<file path="src/rtl/piq_pkg.sv">
// Shared types and constants for the pending interrupt queue.
// Holds the item structs and the command and status structs between controller and datapath.
// Has no dependencies of its own.
`default_nettype none

package piq_pkg;

    // Queue geometry.
    localparam int QUEUE_DEPTH = 16;
    localparam int IDX_W       = $clog2(QUEUE_DEPTH);
    localparam int COUNT_W     = $clog2(QUEUE_DEPTH + 1);

    // Fixed field widths.
    localparam int CODE_W  = 4;
    localparam int MASK_W  = 16;
    localparam int PEND_W  = 5;

    // Function codes of an input item.
    localparam logic FUNC_RAISE = 1'b0;
    localparam logic FUNC_FETCH = 1'b1;

    // One input item.
    typedef struct packed {
        logic              func;
        logic [CODE_W-1:0] code;
        logic              interrupts_enabled;
    } t_in_item;

    // One result item.
    typedef struct packed {
        logic              found;
        logic [CODE_W-1:0] fetched_code;
        logic              dropped;
        logic [PEND_W-1:0] pending_count;
    } t_out_item;

    // Commands from the controller to the datapath.
    typedef struct packed {
        logic load_item;   // Capture the input item, clear found and the fetched code, load the drop flag.
        logic raise_push;  // Append the input code at the newest end.
        logic raise_drop;  // Flag the raise as dropped.
        logic idx_newest;  // Point the index at the newest entry.
        logic idx_first;   // Point the index at the oldest entry.
        logic idx_next;    // Advance the index by one.
        logic take;        // Record the code just read as the fetched code.
        logic move;        // Copy the code just read one place down.
        logic count_dec;   // Remove one entry from the count.
        logic load_out;    // Load the output register.
    } t_cmd;

    // Status from the datapath to the controller.
    typedef struct packed {
        logic in_fetch;    // The offered input item is a fetch.
        logic in_enabled;  // The offered input item has interrupts enabled.
        logic full;        // The queue holds QUEUE_DEPTH codes.
        logic empty;       // The queue holds no code.
        logic enabled;     // The captured item has interrupts enabled.
        logic unmasked;    // The code just read is not maskable.
        logic last;        // The index points at the newest entry.
        logic out_free;    // The output register can take a result.
    } t_status;

endpackage : piq_pkg

`default_nettype wire

</file>
<file path="src/rtl/piq_datapath.sv">
// Datapath of the pending interrupt queue: code store, count, scan index and output register.
// Driven by piq_ctrl through the command struct; uses types from piq_pkg.
`default_nettype none

module piq_datapath
    import piq_pkg::*;
(
    input  wire logic              i_clk,
    input  wire logic              i_rst_n,
    input  wire t_in_item          i_in_item,
    input  wire logic [MASK_W-1:0] i_maskable,
    input  wire t_cmd              i_cmd,
    output t_status                o_status,
    output logic                   o_out_valid,
    input  wire logic              i_out_stall,
    output t_out_item              o_out_item
);

    // Code store, oldest entry at address zero.
    logic [CODE_W-1:0]  r_mem [QUEUE_DEPTH];
    logic [CODE_W-1:0]  r_rd_data;

    logic [COUNT_W-1:0] r_count;
    logic [COUNT_W-1:0] n_count;
    logic [COUNT_W-1:0] r_idx;
    logic [COUNT_W-1:0] n_idx;
    logic               r_enabled;
    logic               r_found;
    logic [CODE_W-1:0]  r_fcode;
    logic               r_dropped;
    logic               r_out_valid;
    logic               n_out_valid;
    t_out_item          r_out;

    logic               wr_en;
    logic [IDX_W-1:0]   wr_addr;
    logic [CODE_W-1:0]  wr_data;
    logic [COUNT_W-1:0] idx_plus;
    logic [COUNT_W-1:0] idx_minus;

    assign idx_plus  = r_idx + COUNT_W'(1);
    assign idx_minus = r_idx - COUNT_W'(1);

    // A write comes either from a raise or from one step of compaction.
    always_comb begin
        wr_en   = i_cmd.raise_push | i_cmd.move;
        wr_addr = r_count[IDX_W-1:0];
        wr_data = i_in_item.code;
        if (i_cmd.move) begin
            wr_addr = idx_minus[IDX_W-1:0];
            wr_data = r_rd_data;
        end
    end

    // Store with one write port and one registered read port at the scan index.
    always_ff @(posedge i_clk) begin
        if (wr_en) begin
            r_mem[wr_addr] <= wr_data;
        end
        r_rd_data <= r_mem[r_idx[IDX_W-1:0]];
    end

    // Next count and next index.
    always_comb begin
        n_count = r_count;
        if (i_cmd.raise_push) begin
            n_count = r_count + COUNT_W'(1);
        end else if (i_cmd.count_dec) begin
            n_count = r_count - COUNT_W'(1);
        end

        n_idx = r_idx;
        if (i_cmd.idx_newest) begin
            n_idx = r_count - COUNT_W'(1);
        end else if (i_cmd.idx_first) begin
            n_idx = '0;
        end else if (i_cmd.idx_next) begin
            n_idx = idx_plus;
        end
    end

    // The output register empties when its item is taken.
    always_comb begin
        n_out_valid = r_out_valid;
        if (i_cmd.load_out) begin
            n_out_valid = 1'b1;
        end else if (r_out_valid && !i_out_stall) begin
            n_out_valid = 1'b0;
        end
    end

    // Control registers.
    always_ff @(posedge i_clk) begin
        if (!i_rst_n) begin
            r_count     <= '0;
            r_idx       <= '0;
            r_out_valid <= 1'b0;
        end else begin
            r_count     <= n_count;
            r_idx       <= n_idx;
            r_out_valid <= n_out_valid;
        end
    end

    // Item and result fields.
    always_ff @(posedge i_clk) begin
        if (i_cmd.load_item) begin
            r_enabled <= i_in_item.interrupts_enabled;
            r_found   <= 1'b0;
            r_fcode   <= '0;
            r_dropped <= i_cmd.raise_drop;
        end else if (i_cmd.take) begin
            r_found <= 1'b1;
            r_fcode <= r_rd_data;
        end
        if (i_cmd.load_out) begin
            r_out.found         <= r_found;
            r_out.fetched_code  <= r_fcode;
            r_out.dropped       <= r_dropped;
            r_out.pending_count <= PEND_W'(r_count);
        end
    end

    // Status back to the controller.
    always_comb begin
        o_status.in_fetch   = (i_in_item.func == FUNC_FETCH);
        o_status.in_enabled = i_in_item.interrupts_enabled;
        o_status.full       = (r_count == COUNT_W'(QUEUE_DEPTH));
        o_status.empty      = (r_count == '0);
        o_status.enabled    = r_enabled;
        o_status.unmasked   = !i_maskable[r_rd_data];
        o_status.last       = (idx_plus >= r_count);
        o_status.out_free   = !r_out_valid || !i_out_stall;
    end

    assign o_out_valid = r_out_valid;
    assign o_out_item  = r_out;

endmodule : piq_datapath

`default_nettype wire

</file>
<file path="src/rtl/piq_ctrl.sv">
// Controller of the pending interrupt queue: sequences raise, pop, scan and compaction.
// Talks to piq_datapath through the command and status structs of piq_pkg.
`default_nettype none

module piq_ctrl
    import piq_pkg::*;
(
    input  wire logic    i_clk,
    input  wire logic    i_rst_n,
    input  wire logic    i_in_valid,
    output logic         o_in_stall,
    input  wire t_status i_status,
    output t_cmd         o_cmd
);

    typedef enum logic [5:0] {
        S_IDLE    = 6'b000001,
        S_READ    = 6'b000010,
        S_CHECK   = 6'b000100,
        S_MOVE_RD = 6'b001000,
        S_MOVE_WR = 6'b010000,
        S_FINISH  = 6'b100000
    } t_state;

    t_state r_state;
    t_state n_state;

    // Next state and commands.
    always_comb begin
        n_state = r_state;
        o_cmd   = '0;
        case (r_state)
            S_IDLE: begin
                if (i_in_valid) begin
                    o_cmd.load_item = 1'b1;
                    if (!i_status.in_fetch) begin
                        // A raise finishes at once, dropped when the queue is full.
                        o_cmd.raise_push = !i_status.full;
                        o_cmd.raise_drop = i_status.full;
                        n_state          = S_FINISH;
                    end else if (i_status.empty) begin
                        n_state = S_FINISH;
                    end else begin
                        o_cmd.idx_newest = i_status.in_enabled;
                        o_cmd.idx_first  = !i_status.in_enabled;
                        n_state          = S_READ;
                    end
                end
            end
            S_READ: begin
                n_state = S_CHECK;
            end
            S_CHECK: begin
                if (i_status.enabled) begin
                    // Enabled fetch pops the newest code.
                    o_cmd.take      = 1'b1;
                    o_cmd.count_dec = 1'b1;
                    n_state         = S_FINISH;
                end else if (i_status.unmasked) begin
                    // Found the oldest unmasked code; close the gap behind it.
                    o_cmd.take = 1'b1;
                    if (i_status.last) begin
                        o_cmd.count_dec = 1'b1;
                        n_state         = S_FINISH;
                    end else begin
                        o_cmd.idx_next = 1'b1;
                        n_state        = S_MOVE_RD;
                    end
                end else if (i_status.last) begin
                    n_state = S_FINISH;
                end else begin
                    o_cmd.idx_next = 1'b1;
                    n_state        = S_READ;
                end
            end
            S_MOVE_RD: begin
                n_state = S_MOVE_WR;
            end
            S_MOVE_WR: begin
                o_cmd.move = 1'b1;
                if (i_status.last) begin
                    o_cmd.count_dec = 1'b1;
                    n_state         = S_FINISH;
                end else begin
                    o_cmd.idx_next = 1'b1;
                    n_state        = S_MOVE_RD;
                end
            end
            S_FINISH: begin
                if (i_status.out_free) begin
                    o_cmd.load_out = 1'b1;
                    n_state        = S_IDLE;
                end
            end
            default: begin
                n_state = S_IDLE;
            end
        endcase
    end

    always_ff @(posedge i_clk) begin
        if (!i_rst_n) begin
            r_state <= S_IDLE;
        end else begin
            r_state <= n_state;
        end
    end

    assign o_in_stall = (r_state != S_IDLE);

endmodule : piq_ctrl

`default_nettype wire

</file>
<file path="src/rtl/pending_interrupt_queue.sv">
// Top level of the pending interrupt queue: mask register, controller and datapath.
// Instantiates piq_ctrl and piq_datapath; uses types from piq_pkg.
//
// Queue of up to QUEUE_DEPTH 4-bit interrupt codes kept in arrival order. A raise
// item appends its code, or flags dropped if the queue is full. A fetch item with
// interrupts enabled pops the newest code; with them disabled it removes the oldest
// code whose bit in the maskable register is clear and shifts the newer codes down,
// returning found = 0 if every code is maskable. Each item gives exactly one result
// holding the queue count after the item. Items are handled one at a time; the
// codes sit in a store with one write port and a registered read, so every scanned
// entry passes through a read and a check state, and every moved entry through
// a move-read and a move-write state. Scanned and moved entries together never
// exceed the queue count. A finished result waits in the output register while
// the next item is taken. The code store needs no clearing after reset. The
// maskable register may be written at any time the block is idle; its port is
// always ready.
`default_nettype none

module pending_interrupt_queue
    import piq_pkg::*;
(
    input  wire logic              i_clk,
    input  wire logic              i_rst_n,
    input  wire logic              i_in_valid,
    output logic                   o_in_stall,
    input  wire t_in_item          i_in_item,
    output logic                   o_out_valid,
    input  wire logic              i_out_stall,
    output t_out_item              o_out_item,
    input  wire logic              i_cfg_valid,
    output logic                   o_cfg_ready,
    input  wire logic [MASK_W-1:0] i_cfg_data
);

    logic [MASK_W-1:0] r_maskable;
    t_cmd              w_cmd;
    t_status           w_status;

    // Maskable code register.
    always_ff @(posedge i_clk) begin
        if (!i_rst_n) begin
            r_maskable <= '0;
        end else if (i_cfg_valid && o_cfg_ready) begin
            r_maskable <= i_cfg_data;
        end
    end

    assign o_cfg_ready = 1'b1;

    piq_ctrl u_ctrl (
        .i_clk      (i_clk),
        .i_rst_n    (i_rst_n),
        .i_in_valid (i_in_valid),
        .o_in_stall (o_in_stall),
        .i_status   (w_status),
        .o_cmd      (w_cmd)
    );

    piq_datapath u_datapath (
        .i_clk       (i_clk),
        .i_rst_n     (i_rst_n),
        .i_in_item   (i_in_item),
        .i_maskable  (r_maskable),
        .i_cmd       (w_cmd),
        .o_status    (w_status),
        .o_out_valid (o_out_valid),
        .i_out_stall (i_out_stall),
        .o_out_item  (o_out_item)
    );

`ifndef SYNTHESIS
    // After an item is taken the block is busy until its result is stored.
    a_busy_after_accept: assert property (@(posedge i_clk) disable iff (!i_rst_n)
        (i_in_valid && !o_in_stall) |=> o_in_stall)
        else $error("input not stalled after an item was accepted");

    // A result without a found code carries a zero code.
    a_code_zero: assert property (@(posedge i_clk) disable iff (!i_rst_n)
        (o_out_valid && !o_out_item.found) |-> (o_out_item.fetched_code == '0))
        else $error("fetched code not zero when nothing was found");

    // A dropped raise reports a full queue.
    a_drop_full: assert property (@(posedge i_clk) disable iff (!i_rst_n)
        (o_out_valid && o_out_item.dropped)
            |-> (o_out_item.pending_count == PEND_W'(QUEUE_DEPTH)))
        else $error("dropped raise with a queue that is not full");

    // A result never both drops and finds a code.
    a_drop_found: assert property (@(posedge i_clk) disable iff (!i_rst_n)
        o_out_valid |-> !(o_out_item.dropped && o_out_item.found))
        else $error("result both dropped and found");
`endif

endmodule : pending_interrupt_queue

`default_nettype wire
</file>
<file path="config.mk">
export PLATFORM = sky130hd
export DESIGN_NAME = pending_interrupt_queue
export DESIGN_NICKNAME = d
export VERILOG_FILES = /design/src/rtl/piq_pkg.sv /design/src/rtl/piq_datapath.sv /design/src/rtl/piq_ctrl.sv /design/src/rtl/pending_interrupt_queue.sv
export SDC_FILE = /design/constraint.sdc
export NUM_CORES = 1
export LEC_CHECK = 0
export BUFFER_PORTS_ARGS = -buffer_cell sky130_fd_sc_hd__buf_4
export CORE_MARGIN = 1.5
export CORE_UTILIZATION = 45
export CTS_BUF_LIST = sky130_fd_sc_hd__clkbuf_4 sky130_fd_sc_hd__clkbuf_8 sky130_fd_sc_hd__clkbuf_16
export DETAILED_ROUTE_END_ITERATION = 10
export PLACE_DENSITY = 0.64
export SLEW_MARGIN = 20
export SYNTH_ARGS = -nofsm -noshare
export SYNTH_HDL_FRONTEND = slang
export SYNTH_SLANG_ARGS = --single-unit
export TNS_END_PERCENT = 10
</file>
<file path="constraint.sdc">
create_clock -name i_clk -period 3.1 [get_ports i_clk]
set_input_delay 0.62 -clock i_clk [delete_from_list [all_inputs] [get_ports i_clk]]
set_output_delay 0.62 -clock i_clk [all_outputs]
set_load 0.01 [all_outputs]
</file>
Word level (Yosys, flattened, before mapping)
Memories as Yosys holds them, arrays and structs flattened. A register that Yosys moved wholly into a read port is not among the register bits.
Cells that the tools add are included.
Widths: inputs -> output; s select.
Word-level totals
  bits in writable memories: 64
  memories: 1
  flip-flop bits (word level): 51
  bits of input ports: 27
  word-level logic and storage cells: 85
Operators by class
  $lt $le $gt $ge: 2
  reduce and logical (&&, ||, !) cells: 12
  muxes and demuxes: 40
  eq/ne operators: 10
  add/sub/neg operators: 4
  bitwise gates (word level): 3
Memories
  u_datapath.r_mem: words 16, bits a word 4, rd ports 1, clocked after memory_dff 1, wr ports 1, RTL line piq_datapath.sv:20  | logic [CODE_W-1:0] r_mem [QUEUE_DEPTH];
Operator list (number)
  $mux 6: 8
  $pmux 6 s6: 1
  $mux 5: 7
  $mux 1: 16
  $add 5x1->5 const B: 2
  $mux 4: 2
  $eq 6x1->1 const B: 1
  $eq 6x2->1 const B: 1
  $eq 6x3->1 const B: 1
  $eq 6x4->1 const B: 1
  $eq 6x5->1 const B: 1
  $eq 6x6->1 const B: 1
  $mux 2: 3
  $ne 6x1->1 const B: 1
  $eq 5x5->1 const B: 1
  $ge 5x5->1: 1
  $logic_not 5->1: 1
  $lt 4x5->1 const B: 1
  $sub 5x1->5 const B: 1
  $bmux 1 s4: 1
  $logic_not 1->1: 4
  $pmux 1 s2: 2
  $reduce_bool 2->1: 2
  $sub 4x1->4 const B: 1
  9 further kinds: 10

Longest topological paths before layout
  depth after elaboration: 8
  depth in mapped cells: 10
  gate-level depth less buffers: 10

Modules after synthesis
From an unflattened synthesis, not the netlist that was laid out.
Second synthesis, totals
  cells, all modules: 405
  area, all modules: 5400.2 sq um
By module, submodules not included
  piq_datapath: seq. area each 2712.6 sq um, area each 4305.4 sq um, cells an instance 294, instances 1
  pending_interrupt_queue: seq. area each 320.3 sq um, area each 626.9 sq um, cells an instance 53, instances 1
  piq_ctrl: seq. area each 120.1 sq um, area each 467.9 sq um, cells an instance 58, instances 1

Worst setup path before layout
No wires, ideal clock.
  path kind: register -> register
  start point: reg u_datapath.r_idx[0]
  end point: reg u_datapath.r_count[3]
  period minus slack after synthesis: 3055 ps
  required time: 2979 ps
  buffers on the path: 1
  arrival: 2934 ps
  slack: 45 ps
  stages on the path, launching flop included: 11
  cells stage by stage: dfxtp_1 > buf_1 > inv_1 > ha_1 > ha_1 > and4_1 > a21oi_1 > a21oi_1 > a211oi_2 > a21oi_1 > mux2i_1
On the way
  longest elaborated chain between the ends: 7
Ends and longest elaborated chain
  start, declared: RTL line piq_datapath.sv:25  | logic [COUNT_W-1:0] r_idx;
  start signal, assigned: RTL line piq_datapath.sv:100  | r_idx <= n_idx;
  $add 5x1->5 (*): RTL line piq_datapath.sv:41  | assign idx_plus = r_idx + COUNT_W'(1);
  $ge 5x5->1 (*): RTL line piq_datapath.sv:132  | o_status.last = (idx_plus >= r_count);
  $mux 1 (*): RTL line piq_ctrl.sv:62, piq_ctrl.sv:81
  $mux 1: RTL line piq_ctrl.sv:59  | end else if (i_status.unmasked) begin
  $mux 1: RTL line piq_ctrl.sv:54  | if (i_status.enabled) begin
  $pmux 1 s2 (*): RTL line piq_ctrl.sv:32  | case (r_state)
  $reduce_bool 2->1 (no line) (*)
  end signal, assigned: RTL line piq_datapath.sv:99  | r_count <= n_count;
  end, declared: RTL line piq_datapath.sv:23  | logic [COUNT_W-1:0] r_count;
Mark *: on every way between the ends. The rest lies on a longest branch, timed or not.
A chain may end at the register's enable or synchronous reset.

Final worst setup path
  start point: reg u_datapath.r_idx[1]
  end point: reg u_datapath.r_count[0]
Same word-level chain as after synthesis.

==> results by group <==
Die
  • Top Ports: between 40 and 50
  • Die ar.: between 10000 and 15000 um^2
  • Row cnt: 39
  • Die width: between 100 and 150 um
  • Initial Util: a little under half
  • Die height: roughly 110 um
  • Core ar.: 11500 um^2

Timing
  • # setup viols final: 0
  • Tmin final: between 2000 and 3000 ps
  • RSZ-0062 raised after global routing: no
  • Least-Margin Pin Slew: 820 ps
  • Final hold slack: about 420 ps
  • Period Utilization, post-route: 85.6%
  • Slew Limit Fails: 0
  • Slew margin rel.: between 40% and 50%
  • Max Clock Skew: roughly 9.7 ps
  • Fmax: between 300 and 400 MHz
  • Hold Violations, Final: 0
  • Final setup TNS: 0 ps

Clock tree
  • CTS buffer count: 17
  • Clk_lat worst skew: between 400 and 500 ps
  • Hold-fix buffers, CTS: 0
  • CTS tree: done
  • Post_cts resized: 0
  • Post-CTS Setup Inserts: 0
  • Root buffer cell: clkbuf_16
  • Reg clk slew, reported paths: ~60 ps
  • CTS H-tree depth: 4
  • Clk buf depth: 2
  • Sink Count: 119

Synth
  • Syn Inst Count: 409
  • Synth top area share: a little over two fifths
  • EDFF count, synth: between 70 and 80
  • Mapped Nets: 445
  • Syn avg cell area: 13.0 um^2
  • Top cells by count, synth: edfxtp_1 (77), nor2_1 (55), dfxtp_1 (42), nand2_1 (38), mux2i_1 (29)
  • Mapped cell area: around 5300 um^2
  • Largest cells by area after synthesis: edfxtp_1 (44%), dfxtp_1 (16%), mux4_2 (8.9%)
  • Yosys warnings: 0
  • Most frequent cell after synthesis: edfxtp_1
  • Main flop type after synthesis: edfxtp_1
  • #FFs+latches synth: between 100 and 150
  • FFs w/ async S/R, synth: 0%
  • Register area share after synthesis: 59.3%
  • Synth cell types: 57
  • Area leader, netlist: edfxtp_1

Power and ir drop
  • Worst IR Drop VDD: ~0.58 mV
  • Leakage Power: between 2 and 2.5 nW
  • Pwr Density: around 800 nW/um^2

Setup path
  • Slowest cell on crit path: dfxtp_1
  • R2R Setup Slk: 450 ps
  • CP startpoint kind: flip-flop
  • CP max stage delay: 380 ps
  • Crit Path Class: reg2reg
  • Endpoint type of the worst setup path: flip-flop
  • Critical R2R Capture: u_datapath.r_count[0]
  • Max Fanout on Critical Path: 18
  • Origin of the critical flop-to-flop path: u_datapath.r_idx[1]
  • Critical path data arrival time: around 3000 ps
  • Reg2reg path depth: 11
  • WP data required: about 3400 ps
  • Crit-path cells: buf_4, nand3_1, xnor2_1, ha_1, and4_1, a21oi_1, buf_4, a21oi_1, a211oi_2, xnor2_1, nor2_1

Placed design
  • PortBufs: 39
  • Final HPWL DP: 7730 um
  • Final Wtd Congestion: approximately 0.84

Global routing
  • Largest net degree at the start of global routing: 24
  • First-pass GRT wire length: between 15000 and 20000 um
  • Total grt overflow: 0
  • Tot GR Track Use: a little under a fifth
  • Vias in the first global route: around 3400
  • Initial antenna violation count: 0

Finish
  • Final net count: between 400 and 500
  • Layout cells sized above 1: 24.8%
  • Synth-to-layout area growth: 20.5%
  • N_diodes: 0
  • Layout filler cell count: around 950

Hold path
  • Hold path start: u_datapath.r_dropped
  • Hold WC Path Type: reg2reg
  • WHS Path Cells: 0
  • Hold Path Sink: u_datapath.o_out_item[5]

Drt
  • WL/cell: between 15 and 20 um
  • Drt total wl: between 10000 and 15000 um
  • Via Count: 3354
  • Initial DRC Count: approximately 200
  • # DRC: 0
  • Antenna Nets Post-Route: 0
  • Vias per cell: 5.43
  • Pre-Repair DR Iteration Count: 5

Run
  • Max-Cap Viols: 0

Status
  • Status: completed
-- final cells by class --
type | count | area, um^2 | area share [%]
Sequential cell | 119 | 3150 | 49.3
Timing Repair Buffer | 52 | 390 | 6.10
Inverter | 15 | 56.3 | 0.880
Clock inverter | 14 | 175 | 2.74
Multi-Input combinational cell | 257 | 2010 | 31.5
Clock buffer | 18 | 433 | 6.76
Tap cell | 143 | 179 | 2.80
-- how the worst max path moves through the flow --
stage	start	to	cells after the start
floorplan	u_datapath.r_idx[0]	u_datapath.r_count[3]	10
global placement	u_datapath.r_idx[1]	u_datapath.r_count[0]	11
detailed placement	u_datapath.r_idx[1]	u_datapath.r_count[0]	11
CTS	u_datapath.r_idx[1]	u_datapath.r_count[0]	11
global route	u_datapath.r_idx[1]	u_datapath.r_count[3]	11
finish	u_datapath.r_idx[1]	u_datapath.r_count[0]	11
-- sequential cells by signal, indices dropped and copies added, names as in the netlist --
register	flops
u_datapath.r_count	5
u_datapath.o_out_item	11
u_datapath.r_idx	5
u_datapath.r_dropped	1
u_datapath.r_enabled	1
u_datapath.o_out_valid	1
u_datapath.r_fcode	4
u_datapath.r_found	1
u_datapath.r_rd_data	4
u_datapath.r_mem	64
u_ctrl.r_state	6
r_maskable	16
-- cell families (layout without fill, tap and decap cells) --
family / Yosys count / after routing / share of synthesized area [%]
buffers and inverters: 33 / 99 / 2.73
muxes: 53 / 53 / 15.0
AOI/OAI and AO/OA: 47 / 47 / 6.69
and+or+nand+nor: 135 / 135 / 12.1
other: 1 / 1 / 0.0706
xor gates and xnor gates: 12 / 12 / 1.98
DFF: 119 / 119 / 59.4
adders and majority gates: 9 / 9 / 2.12
-- cell usage in the layout, fill, tap and decap left out, drive strengths merged, types with 2 or more instances in the layout --
master / instances
a211oi: 5
a21oi: 9
a31oi: 3
a32oi: 2
and3: 4
buf: 52
bufinv: 3
clkbuf: 18
clkinv: 8
dfxtp: 42
edfxtp: 77
ha: 9
inv: 17
mux2: 3
mux2i: 29
mux4: 21
nand2: 38
nand2b: 5
nand3: 5
nand3b: 2
nand4: 2
nor2: 56
nor3: 10
nor4: 4
o211ai: 2
o21a: 4
o21ai: 10
o22ai: 2
o31a: 2
or2: 2
xnor2: 8
xor2: 4
-- report_power, final --
part | switching (mW) | total (mW) | internal, mW
Combinational | 0.637 | 1.17 | 0.532
Clock | 0.719 | 2.00 | 1.28
Sequential | 0.144 | 1.97 | 1.83
-- per-layer routing --
layer,GRT usage (%),vias to the layer above,wire length [um]
met3,5.50,20,591
met2,29.6,93,5320
met1,24.2,1612,4950
met5,0,-,0
met4,8.27,0,244
li1,-,1629,-
-- critical path: cells and delay by family, from the launching register on --
| family | cells | cell delay [ps] |
|---|---|---|
| fa+ha+maj | 1 | 320 |
| xor+xnor | 2 | 330 |
| flops | 1 | 380 |
| compound gates | 3 | 620 |
| buf+inv | 2 | 460 |
| simple gates | 3 | 410 |
-- stage by stage --
step	util [%]	instances	power, mW	instance area, um^2	setup WS, ps
4_1_cts	55.8	618	5.17	6400	447
5_1_grt	55.8	618	5.37	6400	246
2_1_floorplan	-	409	2.80	5310	44.8
3_3_place_gp	50.5	586	3.15	5790	514
6_report	55.8	618	5.14	6400	447
3_5_place_dp	50.5	586	3.17	5790	467
No activity file was read; power rests on OpenSTA's default activity.
